## config.mk

```make
export PLATFORM = sky130hd
export DESIGN_NAME = xmodem_block_receiver_unit
export DESIGN_NICKNAME = d
export VERILOG_FILES = /design/src/rtl/xbr_pkg.sv /design/src/rtl/xbr_front.sv /design/src/rtl/xbr_queue.sv /design/src/rtl/xbr_back.sv /design/src/rtl/xmodem_block_receiver_unit.sv
export SDC_FILE = /design/constraint.sdc
export NUM_CORES = 1
export LEC_CHECK = 0
export ABC_AREA = 1
export BUFFER_PORTS_ARGS = -buffer_cell sky130_fd_sc_hd__buf_2
export CELL_PAD_IN_SITES_DETAIL_PLACEMENT = 1
export CELL_PAD_IN_SITES_GLOBAL_PLACEMENT = 1
export CORE_MARGIN = 3
export CORE_UTILIZATION = 40
export CTS_CLUSTER_DIAMETER = 40
export DETAILED_ROUTE_END_ITERATION = 7
export PLACE_DENSITY_LB_ADDON = 0.1
export SETUP_SLACK_MARGIN = 0.4
export SLEW_MARGIN = 40
export SYNTH_ARGS = -nofsm -noshare
export SYNTH_HDL_FRONTEND = slang
export SYNTH_HIERARCHICAL = 1
export SYNTH_SLANG_ARGS = --single-unit
```

## constraint.sdc

```tcl
create_clock -name clk -period 4.1 [get_ports clk]
set_input_delay 0.615 -clock clk [delete_from_list [all_inputs] [get_ports clk]]
set_output_delay 0.615 -clock clk [all_outputs]
set_load 0.05 [all_outputs]
```

## src/rtl/xbr_pkg.sv

```systemverilog
`default_nettype none

package xbr_pkg;

	// Default block size and reset value of the NAK timeout register.
	localparam int PAYLOAD_BYTES_DEF = 128;
	localparam logic [23:0] NAK_TIMEOUT_RESET = 24'd300000;

	// Depth of the queue between the classifying front and the output back.
	localparam int QUEUE_DEPTH_DEF = 4;

	// Protocol control bytes.
	localparam logic [7:0] EOT_BYTE = 8'h04;
	localparam logic [7:0] ACK_BYTE = 8'h06;
	localparam logic [7:0] NAK_BYTE = 8'h15;

	// Input operation codes.
	localparam logic [1:0] OP_START = 2'd0;
	localparam logic [1:0] OP_TICK  = 2'd1;
	localparam logic [1:0] OP_BYTE  = 2'd2;

	// Kind of a result item.
	typedef enum logic [1:0] {
		KIND_STORE = 2'd0,
		KIND_ACK   = 2'd1,
		KIND_NAK   = 2'd2
	} kind_t;

	// Receiver phase.
	typedef enum logic [1:0] {
		PH_IDLE    = 2'd0,
		PH_START   = 2'd1,
		PH_BLOCK   = 2'd2,
		PH_BETWEEN = 2'd3
	} phase_t;

	// One queued action: a first result, optionally followed by an ACK.
	typedef struct packed {
		kind_t       kind;
		logic [7:0]  value;
		logic [15:0] block;
		logic [7:0]  pos;
		logic        done;
		logic        ack_after;
	} entry_t;

	// Queue status seen by both sides.
	typedef struct packed {
		logic full;
		logic empty;
	} qstat_t;

endpackage

`default_nettype wire

```

## src/rtl/xbr_front.sv

```systemverilog
`default_nettype none

module xbr_front #(
	parameter int PAYLOAD_BYTES = xbr_pkg::PAYLOAD_BYTES_DEF
) (
	input  wire logic            clk,
	input  wire logic            arst_n,
	input  wire logic            s_tvalid,
	output logic                 s_tready,
	input  wire logic [7:0]      s_tdata,
	input  wire logic [1:0]      s_tuser,
	input  wire logic            cfg_we,
	input  wire logic [23:0]     cfg_data,
	input  wire xbr_pkg::qstat_t qstat,
	output logic                 push,
	output xbr_pkg::entry_t      entry
);
	import xbr_pkg::*;

	localparam int POS_W = $clog2(PAYLOAD_BYTES + 3);
	localparam logic [POS_W-1:0] POS_LAST = POS_W'(PAYLOAD_BYTES + 2);

	phase_t           phase_q, phase_d;
	logic [POS_W-1:0] pos_q, pos_d;
	logic [23:0]      idle_q, idle_d, idle_inc;
	logic [15:0]      blk_q, blk_d;
	logic [23:0]      timeout_q;
	logic             accept;

	// An item is taken whenever the queue has room for its action.
	assign s_tready = !qstat.full;
	assign accept   = s_tvalid && s_tready;

	// Timeout register.
	always_ff @(posedge clk or negedge arst_n) begin
		if (!arst_n) begin
			timeout_q <= NAK_TIMEOUT_RESET;
		end else if (cfg_we) begin
			timeout_q <= cfg_data;
		end
	end

	// State registers.
	always_ff @(posedge clk or negedge arst_n) begin
		if (!arst_n) begin
			phase_q <= PH_IDLE;
			pos_q   <= '0;
			idle_q  <= '0;
			blk_q   <= '0;
		end else begin
			phase_q <= phase_d;
			pos_q   <= pos_d;
			idle_q  <= idle_d;
			blk_q   <= blk_d;
		end
	end

	// Classify the item, update the state and build the queued action.
	always_comb begin
		phase_d         = phase_q;
		pos_d           = pos_q;
		idle_d          = idle_q;
		blk_d           = blk_q;
		push            = 1'b0;
		idle_inc        = idle_q + 24'd1;
		entry.kind      = KIND_NAK;
		entry.value     = NAK_BYTE;
		entry.block     = blk_q;
		entry.pos       = '0;
		entry.done      = 1'b0;
		entry.ack_after = 1'b0;
		if (accept) begin
			case (s_tuser)
				OP_START: begin
					phase_d     = PH_START;
					pos_d       = '0;
					idle_d      = '0;
					blk_d       = '0;
					entry.block = '0;
					push        = 1'b1;
				end
				OP_TICK: begin
					if (phase_q == PH_START) begin
						idle_d = idle_inc;
						if (idle_inc >= timeout_q) begin
							idle_d = '0;
							push   = 1'b1;
						end
					end
				end
				OP_BYTE: begin
					case (phase_q)
						PH_START, PH_BETWEEN: begin
							if (s_tdata == EOT_BYTE) begin
								entry.kind  = KIND_ACK;
								entry.value = ACK_BYTE;
								entry.done  = 1'b1;
								push        = 1'b1;
								phase_d     = PH_IDLE;
								pos_d       = '0;
								idle_d      = '0;
							end else begin
								if (phase_q == PH_BETWEEN) begin
									blk_d = blk_q + 16'd1;
								end
								phase_d = PH_BLOCK;
								pos_d   = '0;
							end
						end
						PH_BLOCK: begin
							entry.kind  = KIND_STORE;
							entry.value = s_tdata;
							entry.pos   = 8'(pos_q);
							push        = 1'b1;
							if (pos_q >= POS_LAST) begin
								entry.ack_after = 1'b1;
								phase_d         = PH_BETWEEN;
								pos_d           = '0;
							end else begin
								pos_d = pos_q + POS_W'(1);
							end
						end
						default: ;
					endcase
				end
				default: ;
			endcase
		end
	end

endmodule

`default_nettype wire

```

## src/rtl/xbr_queue.sv

```systemverilog
`default_nettype none

module xbr_queue #(
	parameter int DEPTH = xbr_pkg::QUEUE_DEPTH_DEF
) (
	input  wire logic            clk,
	input  wire logic            arst_n,
	input  wire logic            push,
	input  wire xbr_pkg::entry_t wr_entry,
	input  wire logic            pop,
	output xbr_pkg::entry_t      head,
	output xbr_pkg::qstat_t      qstat
);
	import xbr_pkg::*;

	localparam int PTR_W = $clog2(DEPTH);
	localparam int CNT_W = $clog2(DEPTH + 1);
	localparam logic [PTR_W-1:0] PTR_LAST = PTR_W'(DEPTH - 1);
	localparam logic [CNT_W-1:0] CNT_FULL = CNT_W'(DEPTH);

	entry_t           slots_q [DEPTH];
	logic [PTR_W-1:0] wr_ptr_q, rd_ptr_q;
	logic [CNT_W-1:0] count_q;
	logic             do_push, do_pop;

	assign qstat.full  = (count_q == CNT_FULL);
	assign qstat.empty = (count_q == '0);
	assign do_push     = push && !qstat.full;
	assign do_pop      = pop && !qstat.empty;
	assign head        = slots_q[rd_ptr_q];

	// Pointers and fill count.
	always_ff @(posedge clk or negedge arst_n) begin
		if (!arst_n) begin
			wr_ptr_q <= '0;
			rd_ptr_q <= '0;
			count_q  <= '0;
		end else begin
			if (do_push) begin
				wr_ptr_q <= (wr_ptr_q == PTR_LAST) ? '0 : wr_ptr_q + PTR_W'(1);
			end
			if (do_pop) begin
				rd_ptr_q <= (rd_ptr_q == PTR_LAST) ? '0 : rd_ptr_q + PTR_W'(1);
			end
			if (do_push && !do_pop) begin
				count_q <= count_q + CNT_W'(1);
			end else if (do_pop && !do_push) begin
				count_q <= count_q - CNT_W'(1);
			end
		end
	end

	// Entry storage.
	always_ff @(posedge clk) begin
		if (do_push) begin
			slots_q[wr_ptr_q] <= wr_entry;
		end
	end

endmodule

`default_nettype wire

```

## src/rtl/xbr_back.sv

```systemverilog
`default_nettype none

module xbr_back (
	input  wire logic            clk,
	input  wire logic            arst_n,
	input  wire xbr_pkg::qstat_t qstat,
	input  wire xbr_pkg::entry_t head,
	output logic                 pop,
	output logic                 m_tvalid,
	input  wire logic            m_tready,
	output logic [31:0]          m_tdata,
	output logic [2:0]           m_tuser,
	output logic                 m_tlast
);
	import xbr_pkg::*;

	logic        valid_q;
	logic        second_q;
	logic [15:0] second_block_q;
	kind_t       kind_q;
	logic [7:0]  value_q;
	logic [15:0] block_q;
	logic [7:0]  pos_q;
	logic        done_q;
	logic        last_q;
	logic        load;

	// The output register may be refilled when empty or being taken.
	assign load = !valid_q || m_tready;
	assign pop  = load && !second_q && !qstat.empty;

	// Control part of the output stage.
	always_ff @(posedge clk or negedge arst_n) begin
		if (!arst_n) begin
			valid_q  <= 1'b0;
			second_q <= 1'b0;
		end else if (load) begin
			if (second_q) begin
				valid_q  <= 1'b1;
				second_q <= 1'b0;
			end else if (!qstat.empty) begin
				valid_q  <= 1'b1;
				second_q <= head.ack_after;
			end else begin
				valid_q <= 1'b0;
			end
		end
	end

	// Payload of the output stage: the queued result, then its trailing ACK.
	always_ff @(posedge clk) begin
		if (load) begin
			if (second_q) begin
				kind_q  <= KIND_ACK;
				value_q <= ACK_BYTE;
				block_q <= second_block_q;
				pos_q   <= '0;
				done_q  <= 1'b0;
				last_q  <= 1'b1;
			end else if (!qstat.empty) begin
				kind_q         <= head.kind;
				value_q        <= head.value;
				block_q        <= head.block;
				pos_q          <= head.pos;
				done_q         <= head.done;
				last_q         <= !head.ack_after;
				second_block_q <= head.block;
			end
		end
	end

	assign m_tvalid = valid_q;
	assign m_tdata  = {pos_q, block_q, value_q};
	assign m_tuser  = {done_q, kind_q};
	assign m_tlast  = last_q;

endmodule

`default_nettype wire

```

## src/rtl/xmodem_block_receiver_unit.sv

```systemverilog
`default_nettype none
// The first result of an item is written into the queue when the item is accepted, then moves
// on into the output stage register, where it is held until it is taken.
// Items are taken at one item per cycle while the queue is not full; the checksum byte yields
// two results, the stored byte followed by its ACK, the rest of the rate set by the queue.
// Reset (arst_n low, asynchronous): idle phase, counters and block number zero,
// queue and output stage empty, NAK timeout register back to 300000 ticks.

module xmodem_block_receiver_unit #(
	parameter int PAYLOAD_BYTES = xbr_pkg::PAYLOAD_BYTES_DEF,
	parameter int QUEUE_DEPTH   = xbr_pkg::QUEUE_DEPTH_DEF
) (
	input  wire logic        clk,
	input  wire logic        arst_n,
	input  wire logic        s_tvalid,
	output logic             s_tready,
	input  wire logic [7:0]  s_tdata,  // [7:0] rx_byte
	input  wire logic [1:0]  s_tuser,  // [1:0] operation
	input  wire logic        cfg_we,
	input  wire logic [23:0] cfg_data,
	output logic             m_tvalid,
	input  wire logic        m_tready,
	output logic [31:0]      m_tdata,  // [7:0] byte_value, [23:8] block_number,
	                                   // [31:24] byte_position
	output logic [2:0]       m_tuser,  // [1:0] result_kind, [2] transfer_done
	output logic             m_tlast   // last_of_run
);
	import xbr_pkg::*;

	qstat_t qstat;
	entry_t wr_entry;
	entry_t head;
	logic   push;
	logic   pop;

	// Front: takes items, tracks the transfer and queues actions.
	xbr_front #(
		.PAYLOAD_BYTES(PAYLOAD_BYTES)
	) u_front (
		.clk     (clk),
		.arst_n  (arst_n),
		.s_tvalid(s_tvalid),
		.s_tready(s_tready),
		.s_tdata (s_tdata),
		.s_tuser (s_tuser),
		.cfg_we  (cfg_we),
		.cfg_data(cfg_data),
		.qstat   (qstat),
		.push    (push),
		.entry   (wr_entry)
	);

	// Queue between front and back.
	xbr_queue #(
		.DEPTH(QUEUE_DEPTH)
	) u_queue (
		.clk     (clk),
		.arst_n  (arst_n),
		.push    (push),
		.wr_entry(wr_entry),
		.pop     (pop),
		.head    (head),
		.qstat   (qstat)
	);

	// Back: expands actions into result items.
	xbr_back u_back (
		.clk     (clk),
		.arst_n  (arst_n),
		.qstat   (qstat),
		.head    (head),
		.pop     (pop),
		.m_tvalid(m_tvalid),
		.m_tready(m_tready),
		.m_tdata (m_tdata),
		.m_tuser (m_tuser),
		.m_tlast (m_tlast)
	);

endmodule

`default_nettype wire

```

# Yosys cells after proc, flatten, opt, wreduce, memory -nomap -nowiden
# Memories as Yosys holds them, arrays and structs flattened.
# Index checks and enable logic that the tools add are counted.
# totals
reg_bits	135
ram_bits	144
inputBits	39
out_inout_bits	38
elab_cells	122
n_memories	1
# classes
n_addsub	7
order_cmp	2
eq_ne	17
n_mux	49
n_bitwise	2
reduce_logical	27
# memory_table
memory	depth	width	rd	rd_clocked_by_memory_dff	wr	line	source
u_queue.slots_q	4	36	1	0	1	xbr_queue.sv:21	entry_t slots_q [DEPTH];
# ops
op	n
two-way mux 16 bit	6
two-way mux 24 bit	4
one-hot mux 24 bit (3 select lines)	1
two-way mux 36 bit	1
two-way mux 8 bit	4
one-hot mux 16 bit (2 select lines)	1
one-hot mux 8 bit (2 select lines)	2
two-way mux 10 bit	3
adder 24 x 1 -> 24 bit, second input constant	1
>= comparator 24 bit	1
one-hot mux 10 bit (2 select lines)	1
adder 16 x 1 -> 16 bit, second input constant	1
two-way mux 1 bit	15
equality test 2 bit, second input constant	5
two-way mux 2 bit	5
AND reduction 5 bit	2
adder 8 x 1 -> 8 bit, second input constant	1
equality test 8 x 3 -> 1 bit, second input constant	1
>= comparator 8 bit, second input constant	1
one-hot mux 2 bit (2 select lines)	2
logical AND 1 bit	7
logical NOT 1 bit	7
two-way mux 3 bit	2
!= test 2 x 1 -> 1 bit, second input constant	3
other kinds (19)	27

# Longest topological paths before layout
# depth
depth_word	11
ltp_mapped	27
depth_no_buf	27

# By module
# The synthesis kept the hierarchy.
# by_module_without_submodules
module	n_inst	cells_per_inst	area_each_um2	seq_area_each_um2
xbr_queue	1	480	6202.2	4499.3
xbr_front	1	702	4892.2	1861.8
xbr_back	1	160	2048.2	1611.5

# Worst setup path before layout
# OpenSTA, ideal clock, no wires.
# synth_timing
kind	reg2reg
start	register u_front.idle_q[0]
end	memory u_queue/slots_q[0][0] (netlist bit), enable pin
setup_ps	429
arrival_ps	3851
t_required_ps	3671
path_slack_ps	-181
stages_incl_launch_ff	18
path_buffers	0
period_less_slack_ps	4281
path_cell_list	dfrtp_1 > ha_1 > nand2_1 > nor2_2 > nand3_1 > xor2_1 > inv_1 > ha_1 > nand2_1 > nor2_1 > nand3b_1 > nor2_1 > nand2_1 > nand3_1 > nand2_1 > a21oi_1 > nand2_1 > nor2_1
# synth_via
elab_chain_cells	9
# synth_lines
item	line	source
from (decl)	xbr_front.sv:25	logic [23:0] idle_q, idle_d, idle_inc;
from (signal assigned)	xbr_front.sv:53	idle_q <= idle_d;
adder 24 x 1 -> 24 bit	xbr_front.sv:65	idle_inc = idle_q + 24'd1;
>= comparator 24 bit	xbr_front.sv:85	if (idle_inc >= timeout_q) begin
two-way mux 1 bit	xbr_front.sv:85	
two-way mux 1 bit	xbr_front.sv:83	if (phase_q == PH_START) begin
one-hot mux 1 bit (3 select lines)	xbr_front.sv:73	case (s_tuser)
two-way mux 1 bit	xbr_front.sv:72	if (accept) begin
via push	xmodem_block_receiver_unit.sv:33	logic push;
logical AND 1 bit	xbr_queue.sv:28	assign do_push = push && !qstat.full;
two-way mux 1 bit	xbr_queue.sv:55	if (do_push) begin
two-way mux 1 bit (not written as such)	xbr_queue.sv:56	slots_q[wr_ptr_q] <= wr_entry;
to (decl)	xbr_queue.sv:21	
# The timed path passes the listed nets, and every way through them passes these cells.

# Worst setup path after layout
# layout_timing
start	register u_front.idle_q[1]
end	register u_queue.count_q[2]
# layout_via
elab_chain_cells	10
word_cells_on_any_way	12
classes_between	add/sub: 1; order compare: 1; mux: 5; reduce/logical: 5
# layout_lines
item	line	source
adder 24 x 1 -> 24 bit *	xbr_front.sv:65	
>= comparator 24 bit *	xbr_front.sv:85	
two-way mux 1 bit *	xbr_front.sv:85	
two-way mux 1 bit *	xbr_front.sv:83	
one-hot mux 1 bit (3 select lines) *	xbr_front.sv:73	
two-way mux 1 bit *	xbr_front.sv:72	
via push	xmodem_block_receiver_unit.sv:33	
logical AND 1 bit *	xbr_queue.sv:28	
via u_queue.do_push	xbr_queue.sv:24	logic do_push, do_pop;
logical NOT 1 bit	xbr_queue.sv:47	end else if (do_pop && !do_push) begin
logical AND 1 bit	xbr_queue.sv:47	
nonzero test 2 bit (no source line)	-	
to (signal assigned)	xbr_queue.sv:46	count_q <= count_q + CNT_W'(1);
to (signal assigned)	xbr_queue.sv:48	count_q <= count_q - CNT_W'(1);
to (decl)	xbr_queue.sv:23	logic [CNT_W-1:0] count_q;
# Mark *: on every way through the listed nets, which the timed path passes. The rest lies on a longest branch.
# A chain may end at the register's enable or synchronous reset.

==> flow_metrics.env <==
export IMPL_cts_tree="built"
export IMPL_wire_per_inst_um=16.49
export IMPL_period_minus_slack_ps=3389
export IMPL_fp_dieH_um=187.3
export IMPL_clk_pin_slew_ps=50
export IMPL_start_util_pct=41.12
export IMPL_syn_inst=1342
export IMPL_r2r_start="u_front/idle_q[1]"
export IMPL_clock_path_buffers=3
export IMPL_synth_seq_cells=279
export IMPL_status="complete, no violations"
export IMPL_synth_xor_xnor_area_share_pct=1.333
export IMPL_rsz0062_at_grt="yes"
export IMPL_gp_congestion=0.7594
export IMPL_htree_levels=2
export IMPL_wl_met1_mm=14.25
export IMPL_required_ps=4520
export IMPL_hold_viol_final=0
export IMPL_p_per_area_nw_per_um2=673.0
export IMPL_portBuffers=76
export IMPL_drt_first_iter_violations=496
export IMPL_postRouteAntennaNets=0
export IMPL_vias=9362
export IMPL_ys_warn_count=6
export IMPL_cp_start_kind="register"
export IMPL_fin_skew_ps=26.73
export IMPL_antenna_found_initial=0
export IMPL_avgSynthCellArea_um2=9.793
export IMPL_synthAdderAreaFrac_pct=3.389
export IMPL_fillerInstances=3579
export IMPL_hold_path_class="input port to async pin"
export IMPL_cts_root_buf="clkbuf_16"
export IMPL_die_area_um2=35070
export IMPL_timing_max_cap_violations=0
export IMPL_p_switching_mw=3.706
export IMPL_core_area_um2=31960
export IMPL_final_util_pct=49.81
export IMPL_synth_top_family_by_area="simple AND/OR/NAND/NOR gates"
export IMPL_reg2reg_depth=24
export IMPL_cellLeakagePower_nw=6.980
export IMPL_r2r_end="u_queue/count_q[2]"
export IMPL_slew_violations=0
export IMPL_synth_compound_area_share_pct=7.083
export IMPL_yosys_area_top_type="edfxtp_1"
export IMPL_ys_seq_area_share_pct=60.66
export IMPL_seq_power_share_pct=36.5
export IMPL_drc=0
export IMPL_async_reset_ff_share_pct=29.75
export IMPL_wl_met2_mm=15.80
export IMPL_tightest_slew_ps=795.0
export IMPL_fin_hold_ws_ps=82.77
export IMPL_finalSetupViolCount=0
export IMPL_rows=65
export IMPL_dp_cells=1824
export IMPL_clkLatencyLatePin_ps=550
export IMPL_power_frac_comb_pct=26.6
export IMPL_worstPathMaxFanout=6
export IMPL_final_cell_area_um2=15920
export IMPL_dp_hpwl_mm=21.08
export IMPL_drive_gt1_share_pct=18.75
export IMPL_drt_wl_total_mm=31.72
export IMPL_syn2layout_area_growth_pct=21.14
export IMPL_grt_pass1_vias=9990
export IMPL_grt_total_usage_pct=18.39
export IMPL_grt_pass1_wl_mm=52.30
export IMPL_fin_crit_sh_pct=82.67
export IMPL_post_dp_cell_area_um2=14000
export IMPL_cp_end_kind="register"
export IMPL_vias_per_cell=4.868
export IMPL_n_antenna_cell=0
export IMPL_synth_cell_types=36
export IMPL_slew_headroom_pct=46.93
export IMPL_yosys_area_share_simple_pct=18.92
export IMPL_crit_arrival_ps=3810
export IMPL_peakVddDrop_v=0.0003376
export IMPL_final_common_cell="nand2_1"
export IMPL_synth_area_mux_share_pct=0.08568
export IMPL_top_layer="met4"
export IMPL_p_clk_share_pct=36.9
export IMPL_nNetsFinal=1525
export IMPL_synth_top_cell_area_share_pct=44.78
export IMPL_intPower_mw=7.008
export IMPL_synth_ff_type="edfxtp_1"
export IMPL_drt_pass1_iter_count=4
export IMPL_grt_max_degree=64
export IMPL_critPathKind="register to register"
export IMPL_synth_area_um2=13140
export IMPL_globalRouteOverflowTotal=0
export IMPL_cts_sinks=279
export IMPL_switching_share_pct=34.59
export IMPL_synth_edf_count=196
export IMPL_die_x_um=187.3
export IMPL_cts_inserted_buffers=45
export IMPL_syn_num_nets=1416
export IMPL_fmax_ghz=0.2950
export IMPL_wl_met3_mm=1.039
export IMPL_layout_common_cells="nand2_1, inv_1, edfxtp_1, nor2_1, buf_2"
export IMPL_io_pin_count=77
export IMPL_ys_top_cells_by_area="edfxtp_1, dfrtp_1, nand2_1"
export IMPL_reg2reg_setup_slack_ps=710
export IMPL_final_cells=1923
[Yosys cell counts, types with 5 or more instances]
| cell type | number |
|---|---|
| a21oi_1 | 19 |
| buf_2 | 11 |
| buf_4 | 8 |
| buf_6 | 14 |
| clkbuf_1 | 12 |
| dfrtp_1 | 75 |
| dfstp_2 | 8 |
| edfxtp_1 | 196 |
| ha_1 | 34 |
| inv_1 | 206 |
| inv_2 | 8 |
| nand2_1 | 371 |
| nand3_1 | 67 |
| nand4_1 | 15 |
| nor2_1 | 103 |
| nor3_1 | 19 |
| o211ai_1 | 72 |
| o21ai_0 | 52 |
| xnor2_1 | 5 |
| xor2_1 | 15 |
[worst max-delay path by stage]
stage	start	endpoint	slack, ps	cells past startpoint
final	u_front/idle_q[1]	u_queue/count_q[2]	710	24
after global routing	u_front/idle_q[1]	u_queue/count_q[2]	390	24
after CTS	u_front/idle_q[11]	u_queue/count_q[2]	400	25
after detailed placement	u_front/idle_q[0]	u_queue/count_q[2]	180	24
after global placement	u_front/idle_q[0]	u_queue/count_q[2]	390	24
after floorplan	u_front/idle_q[0]	u_queue/slots_q[0][0]	-180	17
[critical path, stage by stage, from the launching register on]
cell      delay (ps)
dfrtp_2          420
ha_4             180
nand2_4           70
nor2_4           220
nand3_2          110
xor2_1           160
inv_1             80
ha_1             270
nand2_1           50
nor2_2           110
nand3b_1          90
nor2_2           110
nand2_1           60
nand3_2          100
nand2_2           70
a21oi_4          170
nand2_2           80
inv_2             80
ha_4             130
inv_2             40
fa_2             380
nand2_2           90
nand3_2           70
nand2_2           70
nand2_1           40
[power by group through the flow]
stage | clock network, mW | logic [mW] | registers (mW)
finish | 3.95 | 2.85 | 3.92
global route | 4.18 | 3.18 | 3.97
CTS | 4.04 | 2.88 | 3.93
detailed placement | 0 | 2.85 | 3.97
global placement | 0 | 2.69 | 4.02
floorplan | 0 | 1.55 | 4.54
[stage by stage]
| step | TNS (ps) | worst slack (ps) | total power [mW] |
|---|---|---|---|
| final | 0 | 710.5 | 10.71 |
| after global routing | 0 | 386.9 | 11.34 |
| after CTS | 0 | 404.3 | 10.85 |
| after detailed placement | 0 | 183.5 | 6.824 |
| after global placement | 0 | 394.7 | 6.710 |
| after floorplan | -25990 | -180.5 | 6.090 |
[cell families (layout without fill, tap and decap cells)]
group           count (synthesis)  in the layout
flops                         279            279
xor+xnor                       20             20
mux                             1              1
fa+ha+maj                      35             35
simple gates                  600            600
buf+inv                       259            405
compound gates                148            148
[layout make-up]
class                   instances  area, um2  share of cell area, %
multi-input cells             804       4278                  26.87
well taps                     435      544.3                  3.419
clock buffers                  55       1225                  7.694
inverters                     214      803.3                  5.046
repair buffers                107      698.2                  4.385
clock inverters                29      375.4                  2.358
flip-flops and latches        279       7996                  50.23
[flip-flops by register name (all words and copies together) (netlist names), 2 cells and up]
name and count:
u_queue/slots_q 144, u_front/idle_q 24, u_front/timeout_q 24, u_back/block_q 16, u_back/second_block_q 16, u_front/blk_q 16
u_back/pos_q 8, u_back/value_q 8, u_front/pos_q 8, u_queue/count_q 3, u_back/kind_q 2, u_front/phase_q 2
u_queue/rd_ptr_q 2, u_queue/wr_ptr_q 2
[metal layers]
metal | vias to the layer above | track usage (%)
met5 | - | 0
met4 | 0 | 4.711
met3 | 50 | 2.905
met2 | 137 | 32.68
met1 | 4539 | 23.45
li1 | 4636 | -
[what timing repair did]
action | in CTS | in global routing
gates resized for setup | 10 | 59
setup endpoints to repair | 145 | 145
buffers inserted | 4 | 11
hold buffers | 0 | 0
pin swaps | 1 | 20
No activity file was read; power rests on OpenSTA's default activity.
